`config.mk`:
```
export PLATFORM = sky130hd
export DESIGN_NAME = multichannel_pwm_generator
export DESIGN_NICKNAME = d
export VERILOG_FILES = /design/src/mcpwm_pkg.sv /design/src/multichannel_pwm_generator.sv /design/src/mcpwm_chan.sv
export SDC_FILE = /design/constraint.sdc
export NUM_CORES = 1
export LEC_CHECK = 0
export CAP_MARGIN = 25
export CORE_ASPECT_RATIO = 0.6
export CORE_MARGIN = 3
export CORE_UTILIZATION = 55
export CTS_CLUSTER_SIZE = 12
export DETAILED_ROUTE_END_ITERATION = 6
export DONT_BUFFER_PORTS = 1
export HOLD_SLACK_MARGIN = 0.03
export PLACE_DENSITY = 0.7
export SLEW_MARGIN = 15
export SYNTH_ARGS = -nofsm -noshare
export SYNTH_HDL_FRONTEND = slang
export SYNTH_SLANG_ARGS = --single-unit
```
`constraint.sdc`:
```
create_clock -name clk -period 10.9 [get_ports clk]
set_input_delay 0 -clock clk [delete_from_list [all_inputs] [get_ports clk]]
set_output_delay 0 -clock clk [all_outputs]
set_load 0.02 [all_outputs]
```
`src/mcpwm_pkg.sv`:
```
// Package for the multichannel PWM generator: field widths, opcodes,
// default parameters and the per-channel control bundle. No dependencies.
package mcpwm_pkg;

  localparam int unsigned DEFAULT_CHANNELS     = 2;
  localparam int unsigned DEFAULT_PERIOD_TICKS = 100;

  localparam int unsigned FULL_PERCENT = 100;

  localparam int unsigned OPCODE_W = 1;
  localparam int unsigned CHAN_W   = 1;
  localparam int unsigned DUTY_W   = 7;
  localparam int unsigned LEVELS_W = 2;
  localparam int unsigned PHASE_W  = 7;

  localparam logic [OPCODE_W-1:0] OP_TICK  = 1'b0;
  localparam logic [OPCODE_W-1:0] OP_WRITE = 1'b1;

  typedef struct packed {
    logic tick;
    logic write;
    logic wrap;
  } ch_ctrl_t;

endpackage

```
`src/multichannel_pwm_generator.sv`:
```
// Top level of the multichannel PWM generator: input register, period
// counter, channel array and result register. Depends on mcpwm_pkg, mcpwm_chan.
//
//   channel | ports                                        | direction
//   in      | in_valid in_stall in_opcode in_channel in_duty_percent | item in
//   out     | out_valid out_stall out_pin_levels out_phase  | result out
//
// One item per cycle sustained while the result is not stalled; each result
// follows its transfer in through the input register, then the result register.
// Reset clears the counter, all duties and levels, and both valid flags.
// A stalled result holds the result register; the input register still
// takes one more item, then in_stall rises until out_stall drops.
module multichannel_pwm_generator #(
  parameter int unsigned CHANNELS     = mcpwm_pkg::DEFAULT_CHANNELS,
  parameter int unsigned PERIOD_TICKS = mcpwm_pkg::DEFAULT_PERIOD_TICKS
) (
  input  logic                              clk,
  input  logic                              rst_n,
  input  logic                              in_valid,
  output logic                              in_stall,
  input  logic [mcpwm_pkg::OPCODE_W-1:0]    in_opcode,
  input  logic [mcpwm_pkg::CHAN_W-1:0]      in_channel,
  input  logic [mcpwm_pkg::DUTY_W-1:0]      in_duty_percent,
  output logic                              out_valid,
  input  logic                              out_stall,
  output logic [mcpwm_pkg::LEVELS_W-1:0]    out_pin_levels,
  output logic [mcpwm_pkg::PHASE_W-1:0]     out_phase
);
  import mcpwm_pkg::*;

  localparam int unsigned CNT_W = $clog2(PERIOD_TICKS);

  logic                 s1_valid_r;
  logic [OPCODE_W-1:0]  s1_opcode_r;
  logic [CHAN_W-1:0]    s1_channel_r;
  logic [DUTY_W-1:0]    s1_duty_r;
  logic [CNT_W-1:0]     count_r, count_nxt;
  logic [CNT_W:0]       count_inc;
  logic                 advance;
  logic                 fire;
  logic                 is_tick;
  logic                 wrap;
  logic [CHANNELS-1:0]  level_nxt;
  logic [LEVELS_W+CHANNELS-1:0] levels_ext;
  logic [PHASE_W+CNT_W-1:0]     phase_ext;
  logic                 out_valid_r;
  logic [LEVELS_W-1:0]  out_pin_levels_r;
  logic [PHASE_W-1:0]   out_phase_r;

  assign advance  = !out_valid_r || !out_stall;
  assign in_stall = s1_valid_r && !advance;
  assign fire     = s1_valid_r && advance;
  assign is_tick  = (s1_opcode_r == OP_TICK);

  assign count_inc = {1'b0, count_r} + (CNT_W+1)'(1);
  assign wrap      = (count_inc >= (CNT_W+1)'(PERIOD_TICKS));

  always_comb begin
    count_nxt = count_r;
    if (fire && is_tick) begin
      count_nxt = wrap ? '0 : count_inc[CNT_W-1:0];
    end
  end

  for (genvar k = 0; k < CHANNELS; k++) begin : g_chan
    ch_ctrl_t ctrl;
    assign ctrl.tick  = fire && is_tick;
    assign ctrl.write = fire && (s1_opcode_r == OP_WRITE) && (32'(s1_channel_r) == k);
    assign ctrl.wrap  = wrap;

    mcpwm_chan #(
      .PERIOD_TICKS (PERIOD_TICKS),
      .CNT_W        (CNT_W)
    ) u_chan (
      .clk       (clk),
      .rst_n     (rst_n),
      .ctrl      (ctrl),
      .used      (count_r),
      .duty      (s1_duty_r),
      .level_nxt (level_nxt[k])
    );
  end

  assign levels_ext = {{LEVELS_W{1'b0}}, level_nxt};
  assign phase_ext  = {{PHASE_W{1'b0}}, count_r};

  always_ff @(posedge clk) begin
    if (!rst_n) begin
      s1_valid_r  <= 1'b0;
      out_valid_r <= 1'b0;
      count_r     <= '0;
    end else begin
      if (!in_stall) begin
        s1_valid_r <= in_valid;
      end
      if (advance) begin
        out_valid_r <= s1_valid_r;
      end
      count_r <= count_nxt;
    end
    if (in_valid && !in_stall) begin
      s1_opcode_r  <= in_opcode;
      s1_channel_r <= in_channel;
      s1_duty_r    <= in_duty_percent;
    end
    if (fire) begin
      out_pin_levels_r <= levels_ext[LEVELS_W-1:0];
      out_phase_r      <= phase_ext[PHASE_W-1:0];
    end
  end

  assign out_valid      = out_valid_r;
  assign out_pin_levels = out_pin_levels_r;
  assign out_phase      = out_phase_r;

endmodule

```
`src/mcpwm_chan.sv`:
```
// One PWM channel: pending and active duty, output level.
// Depends on mcpwm_pkg.
module mcpwm_chan #(
  parameter int unsigned PERIOD_TICKS = mcpwm_pkg::DEFAULT_PERIOD_TICKS,
  parameter int unsigned CNT_W        = $clog2(PERIOD_TICKS)
) (
  input  logic                      clk,
  input  logic                      rst_n,
  input  mcpwm_pkg::ch_ctrl_t       ctrl,
  input  logic [CNT_W-1:0]          used,
  input  logic [mcpwm_pkg::DUTY_W-1:0] duty,
  output logic                      level_nxt
);
  import mcpwm_pkg::*;

  localparam int unsigned PROD_W = $clog2(FULL_PERCENT * PERIOD_TICKS + 1);

  logic [DUTY_W-1:0] pending_r, pending_nxt;
  logic [DUTY_W-1:0] active_r, active_nxt;
  logic              level_r;
  logic [CNT_W:0]    used_inc;
  logic [PROD_W-1:0] pos_scaled;
  logic [PROD_W-1:0] duty_scaled;

  assign used_inc    = {1'b0, used} + (CNT_W+1)'(1);
  assign pos_scaled  = PROD_W'(used_inc) * PROD_W'(FULL_PERCENT);
  assign duty_scaled = PROD_W'(active_r) * PROD_W'(PERIOD_TICKS);

  always_comb begin
    pending_nxt = pending_r;
    active_nxt  = active_r;
    level_nxt   = level_r;
    if (ctrl.write) begin
      pending_nxt = (duty > DUTY_W'(FULL_PERCENT)) ? DUTY_W'(FULL_PERCENT) : duty;
    end
    if (ctrl.tick) begin
      if (used == '0) begin
        if (active_r != '0) begin
          level_nxt = 1'b1;
        end
      end else if (pos_scaled > duty_scaled) begin
        level_nxt = 1'b0;
      end
      if (ctrl.wrap) begin
        active_nxt = pending_r;
      end
    end
  end

  always_ff @(posedge clk) begin
    if (!rst_n) begin
      pending_r <= '0;
      active_r  <= '0;
      level_r   <= 1'b0;
    end else begin
      pending_r <= pending_nxt;
      active_r  <= active_nxt;
      level_r   <= level_nxt;
    end
  end

endmodule

```
==> flow_summary.html, run 1 <==
<table>
<tr><th>Metric</th><th>Value</th></tr>
<tr><th colspan="2">STA</th></tr>
<tr><td>Max transition margin</td><td>49.1%</td></tr>
<tr><td>Max-slew violations</td><td>0</td></tr>
<tr><td>Total negative slack for setup checks</td><td>0 ps</td></tr>
<tr><td>Final count of hold timing violations</td><td>0</td></tr>
<tr><td>Crit share post-route</td><td>49.7%</td></tr>
<tr><td>Post-layout min period</td><td>5410 ps</td></tr>
<tr><td>Max Clock Skew</td><td>3.90 ps</td></tr>
<tr><td>Transition time of the tightest slew-check pin</td><td>762 ps</td></tr>
<tr><td>Fmax</td><td>185 MHz</td></tr>
<tr><td>Endpoints failing setup</td><td>0</td></tr>
<tr><td>Setup repair after global routing missed its margin</td><td>false</td></tr>
<tr><th colspan="2">Synth</th></tr>
<tr><td>Commonest register cell after synthesis</td><td>sky130_fd_sc_hd__dfxtp_1</td></tr>
<tr><td>Post-synthesis average cell area</td><td>9.82 µm²</td></tr>
<tr><td>Sequential area share after synthesis</td><td>27.4%</td></tr>
<tr><td>Synth warnings</td><td>0</td></tr>
<tr><td>Number of synthesized flops with an enable pin</td><td>18</td></tr>
<tr><td>Yosys cell types</td><td>58</td></tr>
<tr><td>Fraction of registers with async set/reset</td><td>0%</td></tr>
<tr><td>Syn_nets</td><td>616</td></tr>
<tr><td>Post-synthesis sequential element count</td><td>57</td></tr>
<tr><td>Post-Synthesis Cells</td><td>492</td></tr>
<tr><td>Cell area after technology mapping</td><td>4830 µm²</td></tr>
<tr><th colspan="2">Global route</th></tr>
<tr><td>Number of antenna violations at the first check in global routing</td><td>0</td></tr>
<tr><td>Number of global-route vias before repair</td><td>3391</td></tr>
<tr><td>Maximum number of pins on one net before global-route repair</td><td>35</td></tr>
<tr><td>Global-route wire length before repair</td><td>16.7 mm</td></tr>
<tr><td>Total routing resource utilization after global routing</td><td>21.4%</td></tr>
<tr><td>Total global routing overflow</td><td>0</td></tr>
<tr><th colspan="2">Clocking</th></tr>
<tr><td>Clk buf depth</td><td>2</td></tr>
<tr><td>Post-CTS setup-driven buffer insertion count</td><td>0</td></tr>
<tr><td>Clk root buf</td><td>sky130_fd_sc_hd__clkbuf_16</td></tr>
<tr><td>Sink count of the clock tree</td><td>57</td></tr>
<tr><td>Insertion delay of the later-clocked pin in the worst-skew pair</td><td>330 ps</td></tr>
<tr><td>Number of buffers added by the clock tree synthesis step</td><td>9</td></tr>
<tr><td>H-tree levels</td><td>3</td></tr>
<tr><td>TritonCTS clock tree</td><td>yes</td></tr>
<tr><td>Clk pin slew, worst setup/hold paths</td><td>50 ps</td></tr>
<tr><th colspan="2">Setup path</th></tr>
<tr><td>CP Cell Sequence</td><td>ha_1 &gt; nand3_1 &gt; xor2_1 &gt; inv_1 &gt; ha_1 &gt; ha_1 &gt; inv_1 &gt; fa_1 &gt; inv_1 &gt; ha_1 &gt; o21a_2 &gt; a211oi_1 &gt; o21bai_1 &gt; a21oi_1 &gt; xnor2_1 &gt; ha_1 &gt; nand2_1 &gt; nor2_1 &gt; nand4_1 &gt; o31ai_1 &gt; o22ai_1</td></tr>
<tr><td>Req. time, crit path</td><td>10960 ps</td></tr>
<tr><td>Type of destination of the critical path</td><td>flop</td></tr>
<tr><td>Launch instance of the worst register-to-register path</td><td>count_r[0]</td></tr>
<tr><td>Worst path arrival time</td><td>5480 ps</td></tr>
<tr><td>Library cell appearing most often on the critical path</td><td>sky130_fd_sc_hd__ha_1</td></tr>
<tr><td>CP max stage cell</td><td>sky130_fd_sc_hd__dfxtp_1</td></tr>
<tr><td>Register-to-Register Setup Slack</td><td>5490 ps</td></tr>
<tr><td>Largest fanout on the critical path</td><td>14</td></tr>
<tr><td>Critical Setup Path Class</td><td>reg -&gt; reg</td></tr>
<tr><td>CP delay by family, top</td><td>adder cells</td></tr>
<tr><td>Depth of the critical timing path with buffers and inverters included</td><td>21</td></tr>
<tr><td>Largest stage delay on the critical path</td><td>680 ps</td></tr>
<tr><td>Worst R2R Path Depth</td><td>21</td></tr>
<tr><td>Buffers and inverters on the worst path</td><td>3</td></tr>
<tr><td>Crit path launch type</td><td>flop</td></tr>
<tr><td>R2r endpoint</td><td>out_pin_levels[0]</td></tr>
<tr><th colspan="2">Power and ir drop</th></tr>
<tr><td>Internal power</td><td>0.441 mW</td></tr>
<tr><td>Combinational cell fraction of total power</td><td>6.4%</td></tr>
<tr><td>Switching part of the total</td><td>22.0%</td></tr>
<tr><td>Portion of total power attributed to the clock network</td><td>52.8%</td></tr>
<tr><td>Switching power</td><td>0.124 mW</td></tr>
<tr><td>Worst ir drop on vdd</td><td>0.000102 V</td></tr>
<tr><td>Power per unit of standard cell area</td><td>105 nW/µm²</td></tr>
<tr><td>Sequential fraction of design power</td><td>40.8%</td></tr>
<tr><td>Sum of internal, switching and leakage power</td><td>0.566 mW</td></tr>
<tr><td>Leakage component of the power</td><td>2.61 nW</td></tr>
<tr><th colspan="2">Drt</th></tr>
<tr><td>Routed length per placed instance</td><td>16.3 µm</td></tr>
<tr><td>DR pass1 iterations</td><td>5</td></tr>
<tr><td>Total routed wirelength</td><td>10.1 mm</td></tr>
<tr><td>Number of vias per cell after detailed routing</td><td>5.65</td></tr>
<tr><td>Starting DRT DRC Count</td><td>222</td></tr>
<tr><td>Antenna-violating nets left</td><td>0</td></tr>
<tr><td>Number of vias in the routed layout</td><td>3509</td></tr>
<tr><td>DRC Markers</td><td>0</td></tr>
<tr><th colspan="2">Floorplanning</th></tr>
<tr><td>Number of cell rows</td><td>25</td></tr>
<tr><td>Die height</td><td>78.6 µm</td></tr>
<tr><td>Number of top-level design ports</td><td>24</td></tr>
<tr><td>Die area</td><td>9980 µm²</td></tr>
<tr><td>Initial standard-cell utilization of the core</td><td>58.9%</td></tr>
<tr><td>Core area</td><td>8200 µm²</td></tr>
<tr><td>Width of the die</td><td>127 µm</td></tr>
<tr><th colspan="2">Worst hold path</th></tr>
<tr><td>Startpoint of the tightest hold check path</td><td>out_stall</td></tr>
<tr><td>WHS Path Cells</td><td>2</td></tr>
<tr><td>Hold Path Class</td><td>in -&gt; reg</td></tr>
<tr><td>Destination of the worst hold path</td><td>out_pin_levels[0]</td></tr>
<tr><th colspan="2">Finish</th></tr>
<tr><td>Proportion of layout cells with a drive suffix above 1</td><td>6.43%</td></tr>
<tr><td>Antenna Cells</td><td>0</td></tr>
<tr><td>NumNets Final</td><td>632</td></tr>
<tr><td>Area overhead of the layout relative to synthesis</td><td>11.0%</td></tr>
<tr><td>Most frequent cells in the layout</td><td>sky130_fd_sc_hd__ha_1 (104), sky130_fd_sc_hd__inv_1 (53), sky130_fd_sc_hd__dfxtp_1 (39), sky130_fd_sc_hd__nor2b_1 (37), sky130_fd_sc_hd__mux2i_1 (26)</td></tr>
<tr><td>Commonest non-fill, non-tap cell in the layout</td><td>sky130_fd_sc_hd__ha_1</td></tr>
<tr><th colspan="2">Place</th></tr>
<tr><td>HPWL after detailed placement</td><td>7.90 mm</td></tr>
<tr><td>Buffers added on ports</td><td>0</td></tr>
<tr><td>Global placement routability congestion</td><td>0.838</td></tr>
<tr><th colspan="2">Status</th></tr>
<tr><td>Run status</td><td>finished clean</td></tr>
<tr><th colspan="2">Run</th></tr>
<tr><td>Count of max-cap constraint violations</td><td>0</td></tr>
</table>
[power by group through the flow]
stage | clock [mW] | sequential, mW | combinational (mW)
2_1_floorplan | 0 | 0.233 | 0.0261
3_3_place_gp | 0 | 0.235 | 0.0295
3_5_place_dp | 0 | 0.235 | 0.0306
4_1_cts | 0.302 | 0.231 | 0.0360
5_1_grt | 0.312 | 0.231 | 0.0404
6_report | 0.299 | 0.231 | 0.0361
[worst reg2reg max path, delay by kind of cell (launching register included)]
kind	cells	cell delay [ps]
flops	1	680
fa+ha+maj	6	2070
simple gates	4	470
xor+xnor	2	370
buf+inv	3	210
compound gates	6	1340
[cell usage after synthesis (all sizes together), types with 2 or more instances]
library cell  number  area (µm²)
xnor2             18         158
a211o              6        53.8
o211a              2        20.0
ha               104        1300
a2111o             2        22.5
buf                4        26.3
a211oi             4        30.0
xor2              14         130
a21oi             22         121
nand2b             6        37.5
inv               53         199
o32ai              2        17.5
dfxtp             39         781
edfxtp            18         541
a21o               4        30.0
nand3              9        50.1
and2               4        25.0
and3               3        18.8
clkbuf             5        28.8
nor2b             37         231
a31o               2        17.5
nand2             22        82.6
o21bai             4        30.0
fa                 7         140
o21a               8        61.3
o21ai             15        75.1
nand4              4        25.0
a21boi             2        15.0
o31ai              3        22.5
a31oi              2        12.5
or3                2        15.0
mux2i             26         260
nor3               6        41.3
nor2              18        67.6
o22ai              2        12.5
[through the flow]
stage	util (%)	cells	setup slack (ps)	hold slack (ps)	instance area (µm²)
after floorplan	-	492	6250	98.9	4830
after global placement	60.0	592	5800	98.9	4920
after detailed placement	60.0	592	5610	98.9	4920
after CTS	65.5	621	5580	85.4	5370
after global routing	65.5	621	5150	89.1	5360
final	65.5	621	5490	95.8	5360
[routing by layer]
metal,vias up,part of all wire [%],GRT usage (%)
li1,1767,-,-
met5,-,0,0
met3,11,4.8,5.71
met2,70,43,32.9
met4,0,0.80,4.71
met1,1661,51,30.1
[timing repair]
| action | in CTS | in global routing |
|---|---|---|
| endpoints found under the hold margin | 48 | 0 |
| hold buffers | 13 | 0 |
| resized for setup | 0 | 0 |
[how the worst max path moves through the flow]
stage / from / end / slack [ps]
floorplan: count_r[0] / out_pin_levels[0] / 6250
global placement: count_r[0] / out_pin_levels[0] / 5800
detailed placement: count_r[0] / out_pin_levels[0] / 5610
CTS: count_r[0] / out_pin_levels[0] / 5580
global route: count_r[0] / out_pin_levels[0] / 5150
finish: count_r[0] / out_pin_levels[0] / 5490
[layout make-up]
type / instances / area, µm²
inverter: 53 / 199
multi-input combinational: 373 / 3260
sequential: 57 / 1320
timing repair buffer: 14 / 133
tap: 108 / 135
clock buffer: 9 / 225
clock inverter: 7 / 95.1
fill: 652 / 2830
[sequential cells by signal (all words and copies together) (netlist names)]
name                     count
count_r                      7
g_chan.u_chan.active_r      14
g_chan.u_chan.level_r        2
g_chan.u_chan.pending_r     14
out_phase                    7
out_pin_levels               2
out_valid                    1
s1_channel_r                 1
s1_duty_r                    7
s1_opcode_r                  1
s1_valid_r                   1
[logic make-up after synthesis]
logic type | after synthesis | share of synthesized area (%)
and+or+nand+nor | 118 | 13.6
adders and majority gates | 112 | 30.0
AOI/OAI and AO/OA | 85 | 12.4
buffers and inverters | 62 | 5.26
DFF | 57 | 27.4
xor gates and xnor gates | 32 | 5.96
muxes | 26 | 5.39
No activity file was read; power rests on OpenSTA's default activity.
==> inputs of run 2 (changes only) <==
PLACE_DENSITY = 0.73   (was 0.7)
clock period = 4.9 ns   (was 10.9 ns; I/O delays follow)
==> run 2 against run 1 <==
Compared with the run above: register-to-register slack worse by 5300 ps; design area up 3.5%; combinational power up 140%; flip-flop and latch count unchanged; hold slack worse by 1.2 ps; via count up 2.5%; final cell count up 2.3%; fmax up 16%; clock skew up 0.51 ps; critical path type unchanged; critical endpoint is now out_pin_levels[1]; largest power group unchanged; highest routed layer unchanged.
==> flow_summary.html, run 2 (synthesis results as in run 1) <==
<table>
<tr><th>Metric</th><th>Value</th></tr>
<tr><th colspan="2">STA</th></tr>
<tr><td>Max Clock Skew</td><td>4.41 ps (+0.508 ps)</td></tr>
<tr><td>Final count of hold timing violations</td><td>0 (unchanged)</td></tr>
<tr><td>Crit share post-route</td><td>95.4% (+46 points)</td></tr>
<tr><td>Max transition margin</td><td>44.3% (-4.8 points)</td></tr>
<tr><td>Fmax</td><td>214 MHz (+16%)</td></tr>
<tr><td>Total negative slack for setup checks</td><td>0 ps (unchanged)</td></tr>
<tr><td>Max-slew violations</td><td>0 (unchanged)</td></tr>
<tr><td>Post-layout min period</td><td>4670 ps (-738 ps)</td></tr>
<tr><td>Endpoints failing setup</td><td>0 (unchanged)</td></tr>
<tr><td>Transition time of the tightest slew-check pin</td><td>833 ps (+70.8 ps)</td></tr>
<tr><th colspan="2">Drt</th></tr>
<tr><td>DR pass1 iterations</td><td>5 (unchanged)</td></tr>
<tr><td>DRC Markers</td><td>0 (unchanged)</td></tr>
<tr><td>Starting DRT DRC Count</td><td>288 (+30%)</td></tr>
<tr><td>Number of vias in the routed layout</td><td>3596 (+2.5%)</td></tr>
<tr><td>Total routed wirelength</td><td>10.7 mm (+6.3%)</td></tr>
<tr><td>Routed length per placed instance</td><td>16.9 µm (+3.9%)</td></tr>
<tr><td>Number of vias per cell after detailed routing</td><td>5.66 (+0.22%)</td></tr>
<tr><td>Antenna-violating nets left</td><td>0 (unchanged)</td></tr>
<tr><th colspan="2">Global route</th></tr>
<tr><td>Global-route wire length before repair</td><td>17.8 mm (+6.8%)</td></tr>
<tr><td>Number of global-route vias before repair</td><td>3480 (+2.6%)</td></tr>
<tr><td>Maximum number of pins on one net before global-route repair</td><td>35 (unchanged)</td></tr>
<tr><td>Total global routing overflow</td><td>0 (unchanged)</td></tr>
<tr><td>Number of antenna violations at the first check in global routing</td><td>0 (unchanged)</td></tr>
<tr><td>Total routing resource utilization after global routing</td><td>22.8% (+1.4 points)</td></tr>
<tr><th colspan="2">Finish</th></tr>
<tr><td>Proportion of layout cells with a drive suffix above 1</td><td>10.2% (+3.8 points)</td></tr>
<tr><td>Commonest non-fill, non-tap cell in the layout</td><td>sky130_fd_sc_hd__ha_1</td></tr>
<tr><td>Registers with the most flip-flops</td><td>g_chan.u_chan.active_r (14), g_chan.u_chan.pending_r (14)</td></tr>
<tr><td>Count of fill cells added during filler insertion</td><td>622 (-4.6%)</td></tr>
<tr><td>Most frequent cells in the layout</td><td>sky130_fd_sc_hd__ha_1 (103), sky130_fd_sc_hd__inv_1 (53), sky130_fd_sc_hd__dfxtp_1 (38), sky130_fd_sc_hd__nor2b_1 (37), sky130_fd_sc_hd__mux2i_1 (26)</td></tr>
<tr><td>Post-route cell area</td><td>5550 µm² (+3.5%)</td></tr>
<tr><td>NumNets Final</td><td>646 (+2.2%)</td></tr>
<tr><td>Area overhead of the layout relative to synthesis</td><td>14.9%</td></tr>
<tr><td>Antenna Cells</td><td>0 (unchanged)</td></tr>
<tr><td>Final Util</td><td>67.7% (+2.3 points)</td></tr>
<tr><th colspan="2">Setup path</th></tr>
<tr><td>Launch instance of the worst register-to-register path</td><td>count_r[0]</td></tr>
<tr><td>Worst path arrival time</td><td>4740 ps (-740 ps)</td></tr>
<tr><td>Req. time, crit path</td><td>4960 ps (-6000 ps)</td></tr>
<tr><td>Crit path launch type</td><td>flop</td></tr>
<tr><td>R2r endpoint</td><td>out_pin_levels[1]</td></tr>
<tr><td>Register-to-Register Setup Slack</td><td>230 ps (-5260 ps)</td></tr>
<tr><td>Type of destination of the critical path</td><td>flop</td></tr>
<tr><td>CP Cell Sequence</td><td>ha_2 &gt; nand3_2 &gt; xor2_2 &gt; inv_1 &gt; ha_1 &gt; ha_1 &gt; inv_1 &gt; fa_1 &gt; inv_1 &gt; ha_1 &gt; o21a_2 &gt; a211oi_2 &gt; o21bai_1 &gt; a21oi_2 &gt; xnor2_2 &gt; ha_1 &gt; nand3_1 &gt; nor4_1 &gt; a211oi_1 &gt; o32ai_1</td></tr>
<tr><td>Startpoint of the worst setup timing path</td><td>count_r[0]</td></tr>
<tr><td>Worst R2R Path Depth</td><td>20 (-4.8%)</td></tr>
<tr><td>Largest fanout on the critical path</td><td>4 (-10)</td></tr>
<tr><td>Critical Setup Path Class</td><td>reg -&gt; reg</td></tr>
<tr><td>Library cell appearing most often on the critical path</td><td>sky130_fd_sc_hd__ha_1</td></tr>
<tr><td>Setup crit end</td><td>out_pin_levels[1]</td></tr>
<tr><td>Largest stage delay on the critical path</td><td>510 ps (-170 ps)</td></tr>
<tr><td>CP max stage cell</td><td>sky130_fd_sc_hd__fa_1</td></tr>
<tr><th colspan="2">Floorplanning</th></tr>
<tr><td>Width of the die</td><td>127 µm (unchanged)</td></tr>
<tr><td>Initial standard-cell utilization of the core</td><td>58.9% (unchanged)</td></tr>
<tr><td>Die height</td><td>78.6 µm (unchanged)</td></tr>
<tr><td>Die area</td><td>9980 µm² (unchanged)</td></tr>
<tr><td>Number of cell rows</td><td>25 (unchanged)</td></tr>
<tr><td>Number of top-level design ports</td><td>24 (unchanged)</td></tr>
<tr><td>Core area</td><td>8200 µm² (unchanged)</td></tr>
<tr><th colspan="2">Worst hold path</th></tr>
<tr><td>Hold Path Class</td><td>in -&gt; reg</td></tr>
<tr><th colspan="2">Clocking</th></tr>
<tr><td>Clk pin slew, worst setup/hold paths</td><td>50 ps (about the same)</td></tr>
<tr><td>H-tree levels</td><td>3 (unchanged)</td></tr>
<tr><td>Clk root buf</td><td>sky130_fd_sc_hd__clkbuf_16</td></tr>
<tr><td>Number of buffers added by the clock tree synthesis step</td><td>9 (unchanged)</td></tr>
<tr><td>TritonCTS clock tree</td><td>yes</td></tr>
<tr><td>Insertion delay of the later-clocked pin in the worst-skew pair</td><td>330 ps (about the same)</td></tr>
<tr><td>Sink count of the clock tree</td><td>57 (unchanged)</td></tr>
<tr><td>Clk buf depth</td><td>2 (unchanged)</td></tr>
<tr><th colspan="2">Power and ir drop</th></tr>
<tr><td>Power per unit of standard cell area</td><td>241 nW/µm² (+130%)</td></tr>
<tr><td>Portion of total power attributed to the clock network</td><td>55.2% (+2.4 points)</td></tr>
<tr><td>Combinational cell fraction of total power</td><td>6.6% (+0.2 points)</td></tr>
<tr><td>Switching power</td><td>0.286 mW (+130%)</td></tr>
<tr><td>Worst ir drop on vdd</td><td>0.000133 V (+31%)</td></tr>
<tr><td>Leakage component of the power</td><td>2.71 nW (+4.1%)</td></tr>
<tr><td>Sequential fraction of design power</td><td>38.3% (-2.5 points)</td></tr>
<tr><td>Internal power</td><td>1.05 mW (+140%)</td></tr>
<tr><td>Switching part of the total</td><td>21.4% (-0.60 points)</td></tr>
<tr><th colspan="2">Place</th></tr>
<tr><td>Buffers added on ports</td><td>0 (unchanged)</td></tr>
<tr><td>Global placement routability congestion</td><td>0.868 (+3.5%)</td></tr>
<tr><td>HPWL after detailed placement</td><td>8.26 mm (+4.6%)</td></tr>
<tr><td>Standard cell area after detailed placement</td><td>5010 µm² (+1.8%)</td></tr>
<tr><th colspan="2">Run</th></tr>
<tr><td>Count of max-cap constraint violations</td><td>0 (unchanged)</td></tr>
<tr><th colspan="2">Status</th></tr>
<tr><td>Run status</td><td>finished clean</td></tr>
</table>
==> run 2: changes by cell type in the layout (fill, tap and decap cells not counted), sizes merged <==
cell / delta
buf: +13
inv: +1
clkinv: -2
clkbuf: +1
bufinv: +1
clkinvlp: -1
dlygate4sd3: +1
==> run 2: how the worst min path moves through the flow <==
stage / startpoint / endpoint / cells after the start
detailed placement: in_duty_percent[0] / s1_duty_r[0] / 0
global placement: in_duty_percent[1] / s1_duty_r[1] / 0
global route: out_stall / out_pin_levels[1] / 2
floorplan: in_channel / s1_channel_r / 0
CTS: out_stall / out_pin_levels[1] / 2
finish: out_stall / out_pin_levels[1] / 2
==> run 2: metrics by stage <==
stage / hold WS, ps / setup WS [ps] / power, mW / std cells
3_5_place_dp: 98.9 / 0.143 / 0.594 / 604
4_1_cts: 86.3 / 83.3 / 1.34 / 633
2_1_floorplan: 98.9 / 250 / 0.577 / 492
6_report: 94.6 / 226 / 1.34 / 635
5_1_grt: 85.8 / -41.2 / 1.38 / 635
3_3_place_gp: 98.9 / 164 / 0.591 / 604
==> run 2: cell type report <==
cell class,instances,area [µm²],share of cell area [%]
Multi-Input combinational cell,373,3290,59.3
Sequential cell,57,1320,23.8
Timing Repair Buffer,28,250,4.51
Clock buffer,10,239,4.30
Inverter,53,199,3.58
Tap cell,108,135,2.43
Clock inverter,6,114,2.05
==> run 2: critical path, delay by kind of cell, from the launching register on <==
kind | cells | cell delay, ps
adder cells (fa/ha/maj) | 6 | 1940
XOR/XNOR | 2 | 400
AND/OR/NAND/NOR | 3 | 330
buffers and inverters | 3 | 220
flip-flops | 1 | 380
AO/OA/AOI/OAI | 6 | 1140
==> run 2: power groups by stage <==
| stage | sequential (mW) | combinational, mW | clock (mW) |
|---|---|---|---|
| after global routing | 0.513 | 0.0968 | 0.765 |
| after CTS | 0.512 | 0.0846 | 0.746 |
| final | 0.512 | 0.0877 | 0.739 |
| after floorplan | 0.519 | 0.0580 | 0 |
| after global placement | 0.521 | 0.0699 | 0 |
| after detailed placement | 0.522 | 0.0725 | 0 |
==> run 2: what timing repair did <==
item / CTS / global route
setup endpoints to repair: 1 / 4
hold buffers: 13 / 0
setup buffers: 0 / 1
pin swaps: 0 / 6
endpoints found under the hold margin: 48 / 0
resized for setup: 2 / 7
==> run 2: routing by layer <==
metal | global-route usage (%) | share of wire, % | vias to the layer above
li1 | - | - | 1793
met1 | 33.6 | 51 | 1721
met2 | 33.5 | 43 | 74
met3 | 4.89 | 4.6 | 8
met4 | 6.10 | 0.85 | 0
met5 | 0 | 0 | -
